[config.mk]
export PLATFORM = sky130hd
export DESIGN_NAME = udp_frame_header_builder
export DESIGN_NICKNAME = d
export VERILOG_FILES = /design/src/ufhb_pkg.sv /design/src/ufhb_front.sv /design/src/ufhb_fifo.sv /design/src/ufhb_back.sv /design/src/udp_frame_header_builder.sv
export VERILOG_INCLUDE_DIRS = /design/src /design/src/src
export SDC_FILE = /design/constraint.sdc
export NUM_CORES = 1
export LEC_CHECK = 0
export ABC_AREA = 1
export BUFFER_PORTS_ARGS = -buffer_cell sky130_fd_sc_hd__clkbuf_2
export CAP_MARGIN = 40
export CORE_ASPECT_RATIO = 1.1
export CORE_MARGIN = 4
export CORE_UTILIZATION = 25
export CTS_BUF_LIST = sky130_fd_sc_hd__clkbuf_16
export CTS_CLUSTER_SIZE = 12
export DETAILED_ROUTE_END_ITERATION = 10
export SLEW_MARGIN = 30
export SYNTH_ARGS = -nofsm -noshare
export SYNTH_HDL_FRONTEND = slang
export SYNTH_HIERARCHICAL = 1
export SYNTH_SLANG_ARGS = --single-unit
[constraint.sdc]
create_clock -name aclk -period 6.38 [get_ports aclk]
set_input_delay 0 -clock aclk [delete_from_list [all_inputs] [get_ports aclk]]
set_output_delay 0 -clock aclk [all_outputs]
set_load 0.1 [all_outputs]
[src/udp_frame_header_builder_defines.svh]
// assertion macros used by the header builder back block
`ifndef UDP_FRAME_HEADER_BUILDER_DEFINES_SVH
`define UDP_FRAME_HEADER_BUILDER_DEFINES_SVH

// same-cycle implication under synchronous active-low reset
`define UFHB_ASSERT_IMP(name, clk, rst_n, ante, cons) \
    name: assert property (@(posedge clk) disable iff (!rst_n) (ante) |-> (cons)) \
        else $error("ufhb check failed");

// next-cycle implication under synchronous active-low reset
`define UFHB_ASSERT_NXT(name, clk, rst_n, ante, cons) \
    name: assert property (@(posedge clk) disable iff (!rst_n) (ante) |=> (cons)) \
        else $error("ufhb check failed");

`endif

[src/ufhb_pkg.sv]
package ufhb_pkg;

    localparam int QUEUE_W     = 6;
    localparam int PORT_W      = 16;
    localparam int BYTE_W      = 8;
    localparam int OFFSET_W    = 6;
    localparam int CFG_DATA_W  = 48;
    localparam int CFG_INDEX_W = 3;

    // register indexes
    localparam logic [CFG_INDEX_W-1:0] REG_DEST_MAC    = 3'd0;
    localparam logic [CFG_INDEX_W-1:0] REG_SOURCE_MAC  = 3'd1;
    localparam logic [CFG_INDEX_W-1:0] REG_DEST_IP     = 3'd2;
    localparam logic [CFG_INDEX_W-1:0] REG_SOURCE_IP   = 3'd3;
    localparam logic [CFG_INDEX_W-1:0] REG_DEST_PORT   = 3'd4;
    localparam logic [CFG_INDEX_W-1:0] REG_PORT_SEED   = 3'd5;
    localparam logic [CFG_INDEX_W-1:0] REG_FRAME_LEN   = 3'd6;

    localparam logic [15:0] DEST_PORT_RST = 16'd60000;
    localparam logic [15:0] PORT_SEED_RST = 16'd60001;
    localparam logic [11:0] FRAME_LEN_RST = 12'd60;

    localparam logic [31:0] PORT_HASH     = 32'h61C8_8647;

    // header layout
    localparam logic [OFFSET_W-1:0] HDR_LAST    = 6'd41;
    localparam logic [OFFSET_W-1:0] CSUM_WORDS  = 6'd10;
    localparam logic [15:0]         IP_HDR_OFS  = 16'd14;
    localparam logic [15:0]         UDP_HDR_OFS = 16'd34;
    localparam logic [15:0]         WORD_VER_TOS = 16'h4510;
    localparam logic [15:0]         WORD_TTL_UDP = 16'h1011;

    typedef struct packed {
        logic [47:0] dest_mac;
        logic [47:0] source_mac;
        logic [31:0] dest_ip;
        logic [31:0] source_ip;
        logic [15:0] dest_port;
        logic [15:0] source_port_seed;
        logic [11:0] frame_len;
    } cfg_t;

    typedef struct packed {
        logic full;
        logic empty;
    } fifo_stat_t;

    typedef enum logic {
        BACK_IDLE,
        BACK_EMIT
    } back_state_t;

endpackage

[src/ufhb_front.sv]
module ufhb_front
    import ufhb_pkg::*;
#(
    parameter int QUEUE_COUNT = 64
) (
    input  logic                aclk,
    input  logic                aresetn,
    input  cfg_t                cfg,
    input  logic                s_valid,
    output logic                s_ready,
    input  logic [QUEUE_W-1:0]  s_queue_number,
    input  fifo_stat_t          fifo_stat,
    output logic                push,
    output logic [PORT_W-1:0]   push_port
);

    localparam int QUEUE_SPAN = 1 << QUEUE_W;
    localparam int QTAB_BITS  = QUEUE_SPAN * QUEUE_W;

    // queue reduction table, built at elaboration
    function automatic logic [QTAB_BITS-1:0] build_queue_table();
        logic [QTAB_BITS-1:0] tbl;
        tbl = '0;
        for (int i = 0; i < QUEUE_SPAN; i++) begin
            tbl[i*QUEUE_W +: QUEUE_W] = QUEUE_W'(i % QUEUE_COUNT);
        end
        return tbl;
    endfunction

    localparam logic [QTAB_BITS-1:0] QUEUE_TABLE = build_queue_table();

    logic                front_valid_reg, front_valid_next;
    logic [PORT_W-1:0]   front_sum_reg, front_sum_next;
    logic [QUEUE_W-1:0]  queue_mod;
    logic [PORT_W-1:0]   seed_swapped;
    logic                accept;

    assign queue_mod    = QUEUE_TABLE[s_queue_number*QUEUE_W +: QUEUE_W];
    assign seed_swapped = {cfg.source_port_seed[7:0], cfg.source_port_seed[15:8]};

    assign push    = front_valid_reg && !fifo_stat.full;
    assign s_ready = !front_valid_reg || !fifo_stat.full;
    assign accept  = s_valid && s_ready;

    // only the low half of the product is kept
    assign push_port = PORT_W'(front_sum_reg * PORT_HASH[PORT_W-1:0]);

    always_comb begin
        front_valid_next = front_valid_reg;
        front_sum_next   = front_sum_reg;
        if (accept) begin
            front_valid_next = 1'b1;
            front_sum_next   = seed_swapped + PORT_W'(queue_mod);
        end else if (push) begin
            front_valid_next = 1'b0;
        end
    end

    always_ff @(posedge aclk) begin
        if (!aresetn) begin
            front_valid_reg <= 1'b0;
        end else begin
            front_valid_reg <= front_valid_next;
        end
        front_sum_reg <= front_sum_next;
    end

endmodule

[src/ufhb_fifo.sv]
module ufhb_fifo
    import ufhb_pkg::*;
(
    input  logic               aclk,
    input  logic               aresetn,
    input  logic               push,
    input  logic [PORT_W-1:0]  push_port,
    input  logic               pop,
    output logic [PORT_W-1:0]  pop_port,
    output fifo_stat_t         fifo_stat
);

    logic [PORT_W-1:0] entry_reg [2];
    logic              wr_ptr_reg, wr_ptr_next;
    logic              rd_ptr_reg, rd_ptr_next;
    logic [1:0]        count_reg, count_next;

    assign fifo_stat.full  = (count_reg == 2'd2);
    assign fifo_stat.empty = (count_reg == 2'd0);
    assign pop_port        = entry_reg[rd_ptr_reg];

    always_comb begin
        wr_ptr_next = push ? !wr_ptr_reg : wr_ptr_reg;
        rd_ptr_next = pop ? !rd_ptr_reg : rd_ptr_reg;
        count_next  = count_reg + 2'(push) - 2'(pop);
    end

    always_ff @(posedge aclk) begin
        if (!aresetn) begin
            wr_ptr_reg <= 1'b0;
            rd_ptr_reg <= 1'b0;
            count_reg  <= 2'd0;
        end else begin
            wr_ptr_reg <= wr_ptr_next;
            rd_ptr_reg <= rd_ptr_next;
            count_reg  <= count_next;
        end
        if (push) begin
            entry_reg[wr_ptr_reg] <= push_port;
        end
    end

endmodule

[src/ufhb_back.sv]
`include "udp_frame_header_builder_defines.svh"

module ufhb_back
    import ufhb_pkg::*;
(
    input  logic                 aclk,
    input  logic                 aresetn,
    input  cfg_t                 cfg,
    input  fifo_stat_t           fifo_stat,
    input  logic [PORT_W-1:0]    pop_port,
    output logic                 pop,
    output logic                 m_valid,
    input  logic                 m_ready,
    output logic [BYTE_W-1:0]    m_header_byte,
    output logic [OFFSET_W-1:0]  m_byte_offset,
    output logic                 m_last_byte
);

    back_state_t           state_reg, state_next;
    logic [OFFSET_W-1:0]   pos_reg, pos_next;
    logic [PORT_W-1:0]     port_reg, port_next;
    logic [15:0]           csum_reg, csum_next;
    logic                  m_valid_reg, m_valid_next;
    logic [BYTE_W-1:0]     m_header_byte_reg, m_header_byte_next;
    logic [OFFSET_W-1:0]   m_byte_offset_reg, m_byte_offset_next;
    logic                  m_last_byte_reg, m_last_byte_next;

    logic                  out_free;
    logic [15:0]           ip_len;
    logic [15:0]           udp_len;
    logic [15:0]           csum_word;
    logic [16:0]           csum_sum;
    logic [15:0]           csum_inv;
    logic [BYTE_W-1:0]     cur_byte;

    assign ip_len   = 16'(cfg.frame_len) - IP_HDR_OFS;
    assign udp_len  = 16'(cfg.frame_len) - UDP_HDR_OFS;
    assign csum_inv = ~csum_reg;
    assign out_free = !m_valid_reg || m_ready;

    // ip header words, one folded in per emitted byte while the position is below CSUM_WORDS
    always_comb begin
        case (pos_reg[3:0])
            4'd0:    csum_word = WORD_VER_TOS;
            4'd1:    csum_word = ip_len;
            4'd4:    csum_word = WORD_TTL_UDP;
            4'd6:    csum_word = cfg.source_ip[31:16];
            4'd7:    csum_word = cfg.source_ip[15:0];
            4'd8:    csum_word = cfg.dest_ip[31:16];
            4'd9:    csum_word = cfg.dest_ip[15:0];
            default: csum_word = 16'h0000;
        endcase
    end

    // end-around carry add
    assign csum_sum = 17'(csum_reg) + 17'(csum_word);

    always_comb begin
        case (pos_reg)
            6'd0:    cur_byte = cfg.dest_mac[47:40];
            6'd1:    cur_byte = cfg.dest_mac[39:32];
            6'd2:    cur_byte = cfg.dest_mac[31:24];
            6'd3:    cur_byte = cfg.dest_mac[23:16];
            6'd4:    cur_byte = cfg.dest_mac[15:8];
            6'd5:    cur_byte = cfg.dest_mac[7:0];
            6'd6:    cur_byte = cfg.source_mac[47:40];
            6'd7:    cur_byte = cfg.source_mac[39:32];
            6'd8:    cur_byte = cfg.source_mac[31:24];
            6'd9:    cur_byte = cfg.source_mac[23:16];
            6'd10:   cur_byte = cfg.source_mac[15:8];
            6'd11:   cur_byte = cfg.source_mac[7:0];
            6'd12:   cur_byte = 8'h08;
            6'd14:   cur_byte = WORD_VER_TOS[15:8];
            6'd15:   cur_byte = WORD_VER_TOS[7:0];
            6'd16:   cur_byte = ip_len[15:8];
            6'd17:   cur_byte = ip_len[7:0];
            6'd22:   cur_byte = WORD_TTL_UDP[15:8];
            6'd23:   cur_byte = WORD_TTL_UDP[7:0];
            6'd24:   cur_byte = csum_inv[15:8];
            6'd25:   cur_byte = csum_inv[7:0];
            6'd26:   cur_byte = cfg.source_ip[31:24];
            6'd27:   cur_byte = cfg.source_ip[23:16];
            6'd28:   cur_byte = cfg.source_ip[15:8];
            6'd29:   cur_byte = cfg.source_ip[7:0];
            6'd30:   cur_byte = cfg.dest_ip[31:24];
            6'd31:   cur_byte = cfg.dest_ip[23:16];
            6'd32:   cur_byte = cfg.dest_ip[15:8];
            6'd33:   cur_byte = cfg.dest_ip[7:0];
            6'd34:   cur_byte = port_reg[7:0];
            6'd35:   cur_byte = port_reg[15:8];
            6'd36:   cur_byte = cfg.dest_port[15:8];
            6'd37:   cur_byte = cfg.dest_port[7:0];
            6'd38:   cur_byte = udp_len[15:8];
            6'd39:   cur_byte = udp_len[7:0];
            default: cur_byte = 8'h00;
        endcase
    end

    always_comb begin
        state_next         = state_reg;
        pos_next           = pos_reg;
        port_next          = port_reg;
        csum_next          = csum_reg;
        pop                = 1'b0;
        m_valid_next       = m_valid_reg && !m_ready;
        m_header_byte_next = m_header_byte_reg;
        m_byte_offset_next = m_byte_offset_reg;
        m_last_byte_next   = m_last_byte_reg;
        unique case (state_reg)
            BACK_IDLE: begin
                if (!fifo_stat.empty) begin
                    pop        = 1'b1;
                    port_next  = pop_port;
                    pos_next   = '0;
                    csum_next  = '0;
                    state_next = BACK_EMIT;
                end
            end
            BACK_EMIT: begin
                if (out_free) begin
                    m_valid_next       = 1'b1;
                    m_header_byte_next = cur_byte;
                    m_byte_offset_next = pos_reg;
                    m_last_byte_next   = (pos_reg == HDR_LAST);
                    if (pos_reg == HDR_LAST) begin
                        // chain straight into the next queued item
                        if (!fifo_stat.empty) begin
                            pop       = 1'b1;
                            port_next = pop_port;
                            pos_next  = '0;
                            csum_next = '0;
                        end else begin
                            state_next = BACK_IDLE;
                        end
                    end else begin
                        pos_next = pos_reg + 6'd1;
                        if (pos_reg < CSUM_WORDS) begin
                            csum_next = csum_sum[16] ? csum_sum[15:0] + 16'd1
                                                     : csum_sum[15:0];
                        end
                    end
                end
            end
            default: state_next = BACK_IDLE;
        endcase
    end

    always_ff @(posedge aclk) begin
        if (!aresetn) begin
            state_reg   <= BACK_IDLE;
            m_valid_reg <= 1'b0;
        end else begin
            state_reg   <= state_next;
            m_valid_reg <= m_valid_next;
        end
        pos_reg           <= pos_next;
        port_reg          <= port_next;
        csum_reg          <= csum_next;
        m_header_byte_reg <= m_header_byte_next;
        m_byte_offset_reg <= m_byte_offset_next;
        m_last_byte_reg   <= m_last_byte_next;
    end

    assign m_valid       = m_valid_reg;
    assign m_header_byte = m_header_byte_reg;
    assign m_byte_offset = m_byte_offset_reg;
    assign m_last_byte   = m_last_byte_reg;

    `UFHB_ASSERT_IMP(a_last_at_end, aclk, aresetn, m_valid_reg && m_last_byte_reg, m_byte_offset_reg == HDR_LAST)
    `UFHB_ASSERT_IMP(a_pop_not_empty, aclk, aresetn, pop, !fifo_stat.empty)
    `UFHB_ASSERT_IMP(a_pos_in_range, aclk, aresetn, state_reg == BACK_EMIT, pos_reg <= HDR_LAST)
    `UFHB_ASSERT_NXT(a_run_continues, aclk, aresetn, m_valid_reg && m_ready && !m_last_byte_reg, m_valid_reg)

endmodule

[src/udp_frame_header_builder.sv]
// request path: an accepted request is registered in the front stage, queued, then taken by the byte sequencer
// throughput: one header byte per cycle while m_ready is high, set by the byte-wide
//   output register; a queued request starts right after the previous last byte
// reset: synchronous active-low aresetn restores register defaults and empties the
//   front stage, queue and byte sequencer
module udp_frame_header_builder
    import ufhb_pkg::*;
#(
    parameter int QUEUE_COUNT = 64
) (
    input  logic                    aclk,
    input  logic                    aresetn,
    // configuration write port
    input  logic                    cfg_wr_en,
    input  logic [CFG_INDEX_W-1:0]  cfg_index,
    input  logic [CFG_DATA_W-1:0]   cfg_wr_data,
    // request channel
    input  logic                    s_valid,
    output logic                    s_ready,
    input  logic [QUEUE_W-1:0]      s_queue_number,
    // header byte channel
    output logic                    m_valid,
    input  logic                    m_ready,
    output logic [BYTE_W-1:0]       m_header_byte,
    output logic [OFFSET_W-1:0]     m_byte_offset,
    output logic                    m_last_byte
);

    // configuration registers, only the low bits of each write are kept
    cfg_t cfg_reg, cfg_next;

    always_comb begin
        cfg_next = cfg_reg;
        if (cfg_wr_en) begin
            unique case (cfg_index)
                REG_DEST_MAC:   cfg_next.dest_mac         = cfg_wr_data[47:0];
                REG_SOURCE_MAC: cfg_next.source_mac       = cfg_wr_data[47:0];
                REG_DEST_IP:    cfg_next.dest_ip          = cfg_wr_data[31:0];
                REG_SOURCE_IP:  cfg_next.source_ip        = cfg_wr_data[31:0];
                REG_DEST_PORT:  cfg_next.dest_port        = cfg_wr_data[15:0];
                REG_PORT_SEED:  cfg_next.source_port_seed = cfg_wr_data[15:0];
                REG_FRAME_LEN:  cfg_next.frame_len        = cfg_wr_data[11:0];
                // unused index, write dropped
                default:        cfg_next = cfg_reg;
            endcase
        end
    end

    always_ff @(posedge aclk) begin
        if (!aresetn) begin
            cfg_reg.dest_mac         <= '0;
            cfg_reg.source_mac       <= '0;
            cfg_reg.dest_ip          <= '0;
            cfg_reg.source_ip        <= '0;
            cfg_reg.dest_port        <= DEST_PORT_RST;
            cfg_reg.source_port_seed <= PORT_SEED_RST;
            cfg_reg.frame_len        <= FRAME_LEN_RST;
        end else begin
            cfg_reg <= cfg_next;
        end
    end

    // front to back queue
    fifo_stat_t        fifo_stat;
    logic              push;
    logic [PORT_W-1:0] push_port;
    logic              pop;
    logic [PORT_W-1:0] pop_port;

    // front: takes the request, reduces the queue number and hashes the source port
    ufhb_front #(
        .QUEUE_COUNT(QUEUE_COUNT)
    ) u_front (
        .aclk          (aclk),
        .aresetn       (aresetn),
        .cfg           (cfg_reg),
        .s_valid       (s_valid),
        .s_ready       (s_ready),
        .s_queue_number(s_queue_number),
        .fifo_stat     (fifo_stat),
        .push          (push),
        .push_port     (push_port)
    );

    // two-entry queue of hashed source ports
    ufhb_fifo u_fifo (
        .aclk     (aclk),
        .aresetn  (aresetn),
        .push     (push),
        .push_port(push_port),
        .pop      (pop),
        .pop_port (pop_port),
        .fifo_stat(fifo_stat)
    );

    // back: walks the 42 header byte positions, folds in the ip checksum on the way,
    // and drives the registered output
    ufhb_back u_back (
        .aclk         (aclk),
        .aresetn      (aresetn),
        .cfg          (cfg_reg),
        .fifo_stat    (fifo_stat),
        .pop_port     (pop_port),
        .pop          (pop),
        .m_valid      (m_valid),
        .m_ready      (m_ready),
        .m_header_byte(m_header_byte),
        .m_byte_offset(m_byte_offset),
        .m_last_byte  (m_last_byte)
    );

endmodule

==> results.yml <==
worst_setup_path:
  critPathArrivalTime_ns: 4.60
  rr_worst_depth: 16
  cp_max_fo: 6
  start_kind: "register"
  ff2ff_setup_slack_ns: 2.03
  path_class: "reg2reg"
  r2r-end: "u_fifo/entry_reg[1][15]"
  worstPathRequired_ns: 6.63
  rr_startpoint: "u_front/front_sum_reg[9]"
  cp-end-kind: "register"
final_layout:
  drive_above_1_share_pct: 8.94
  finalNetCount: 2920
  antenna_cells: 0
  final_common_cell: "nand2_1"
  layout_common_cells: "624 x nand2_1, 481 x nor2_1, 323 x inv_1"
  area_growth_pct: 16.1
  largest_reg_flops: 204
  nFillCells: 8305
cts:
  cts_setup_buffers: 0
  cts_buffers: 36
  cts_max_level: 2
  insertion_delay_ns: 0.54
  cts_root_buf: "clkbuf_16"
  cts_buffer_depth: 3
  cts.clk_slew.worst_paths_ns: 0.06
  cts_tree: "yes"
  clock_sinks: 313
timing:
  period_share_pct: 68.1
  finalHoldViolCount: 0
  finClkSkew_ns: 0.0344
  tightestPinTransition_ns: 0.795
  rsz0062_at_grt: "no"
  max_clock_freq_ghz: 0.230
  max-slew-margin-rel_pct: 46.5
  fin_ws_ns: 2.03
  final_max_slew_viol_count: 0
  setup_viol: 0
  fin_setup_tns_ns: 0
  min_period_ns: 4.35
synth:
  syn-cell-area_mm2: 0.0191
  synth_compound_area_share_pct: 6.72
  synthAdderAreaFrac_pct: 9.02
  yosysWarnings: 6
  synth_cells: 2637
  avgSynthCellArea_um2: 7.26
  synth.distinct_cells: 57
  synth-edff-count: 101
  synthArstFlopShare_pct: 0
  ys_seq_area_share_pct: 38.0
  synth_top_family_by_area: "simple AND/OR/NAND/NOR gates"
  syn_nets: 2819
  postSynthRegisterBits: 313
  synthSimpleGateAreaFrac_pct: 34.1
  synth_xor_area_share_pct: 2.11
  synth_top_flop_cell: "dfxtp_1"
  synthMuxAreaShare_pct: 1.14
hold_path:
  min-delay-start: "s_queue_number[2]"
  hold_path.class: "in2reg"
  hold_path_depth: 3
  hold_end: "u_front/front_sum_reg[2]"
global_routing:
  grt_overflow: 0
  grt_pass1_wl_um: 100000
  grt_pass1_vias: 16773
  antenna_found_initial: 0
  track_usage_pct: 15.6
  grt_max_degree: 77
floorplan:
  fp.coreArea_mm2: 0.0760
  fp.dieArea_mm2: 0.0810
  start_util_pct: 25.2
  row_count: 106
  dieHeight_um: 298
  pin_count: 79
  die_w_um: 272
placed_design:
  place_congestion: 1.01
  dp_slack_ns: 2.08
  dpl.hpwl_um: 49100
  portBuffers: 78
drt:
  drt_iter0_markers: 1540
  drc: 0
  antenna_left: 0
  routedWlPerCell_um: 17.2
  wl_um: 65100
  vias: 17741
  viasPerCell: 4.68
  dr.pass1.iters: 5
power_and_ir_drop:
  power_density_mw_per_mm2: 402
  ir_drop_uv: 337
  p_leak_uw: 0.00993
flow_run:
  drv_cap: 0
run_status:
  status: "complete, no violations"
## cells in the mapped netlist, types with 4 or more instances
cell / instances / area share (%)
a221oi_1: 18 / 0.82
inv_2: 13 / 0.26
xnor2_1: 17 / 0.78
nor3_1: 11 / 0.29
xor2_1: 29 / 1.3
nand3_1: 311 / 8.1
nor4_1: 8 / 0.26
buf_4: 11 / 0.43
nand4_1: 24 / 0.78
buf_1: 11 / 0.22
a211oi_1: 6 / 0.24
o21ai_0: 42 / 1.1
mux2_4: 10 / 0.78
clkbuf_1: 22 / 0.43
o2111ai_1: 7 / 0.32
a22o_1: 21 / 0.96
nor2_4: 11 / 0.65
buf_2: 45 / 1.2
mux2_2: 6 / 0.35
nand2_1: 624 / 12
nor2_1: 489 / 9.6
o21ai_1: 4 / 0.10
inv_1: 311 / 6.1
o22ai_1: 17 / 0.56
ha_1: 90 / 5.9
a21oi_1: 47 / 1.2
nand2_2: 19 / 0.62
edfxtp_1: 101 / 16
o211ai_1: 8 / 0.31
nor2_2: 10 / 0.33
fa_1: 30 / 3.1
nand3_2: 9 / 0.47
dfxtp_1: 212 / 22
## layout make-up
type | count | area (um^2) | share of cell area (%)
inverter | 325 | 1220 | 5.50
clock buffer | 36 | 901 | 4.05
sequential | 313 | 7280 | 32.7
tap | 1026 | 1280 | 5.78
clock inverter | 26 | 160 | 0.721
multi-input combinational | 1906 | 10200 | 46.0
timing repair buffer | 156 | 1160 | 5.24
## through the flow
| stage | hold WS, ns | utilization (%) | area [um^2] | instances | total power [uW] |
|---|---|---|---|---|---|
| after floorplan | 0.0935 | - | 19100 | 2637 | 5910 |
| after global placement | 0.250 | 27.0 | 20500 | 3665 | 6970 |
| after detailed placement | 0.253 | 27.1 | 20600 | 3671 | 7030 |
| after CTS | 0.00466 | 29.2 | 22200 | 3788 | 8990 |
| after global routing | 0.0261 | 29.2 | 22200 | 3788 | 9610 |
| final | 0.0234 | 29.2 | 22200 | 3788 | 8950 |
## worst max path at each step
stage                                         end  slack, ns                      start
after CTS                 u_fifo/entry_reg[1][15]       2.05   u_front/front_sum_reg[9]
after global routing      u_fifo/entry_reg[1][15]       1.84  u_front/front_sum_reg[11]
after floorplan           u_fifo/entry_reg[0][15]       2.38   u_front/front_sum_reg[9]
after global placement    u_fifo/entry_reg[0][15]       2.10  u_front/front_sum_reg[10]
after detailed placement  u_fifo/entry_reg[0][15]       2.08   u_front/front_sum_reg[9]
final                     u_fifo/entry_reg[1][15]       2.03   u_front/front_sum_reg[9]
## timing repair
action | CTS | global route
gates resized for setup | 0 | 0
endpoints found under the hold margin | 184 | 0
hold buffers | 55 | 0
## report_power, final
| part | internal, uW | switching [uW] |
|---|---|---|
| sequential | 2620 | 200 |
| combinational | 1380 | 2830 |
| clock | 1070 | 843 |
## logic make-up after synthesis
family,after synthesis
flops,313
xor+xnor,46
simple gates,1530
mux,16
buf+inv,418
compound gates,194
fa+ha+maj,120
## worst max-delay path, stage by stage (launching register included)
cell and delay [ns]:
edfxtp_1 0.49, ha_1 0.34, ha_1 0.28, ha_1 0.28
inv_1 0.06, fa_1 0.55, fa_1 0.44, fa_1 0.49
inv_1 0.04, ha_1 0.34, nand2_1 0.12, nor3_1 0.22
nand3_1 0.11, nand3_1 0.13, inv_1 0.05, nand3_1 0.08
nand2_1 0.06
## routing by layer
| layer | vias to the layer above | GRT usage [%] | part of all wire [%] |
|---|---|---|---|
| met4 | 0 | 5.36 | 3.6 |
| li1 | 8698 | - | - |
| met5 | - | 0 | 0 |
| met2 | 561 | 26.1 | 47 |
| met3 | 116 | 1.83 | 5.6 |
| met1 | 8366 | 20.9 | 44 |
Power figures use the tool's default switching activity.
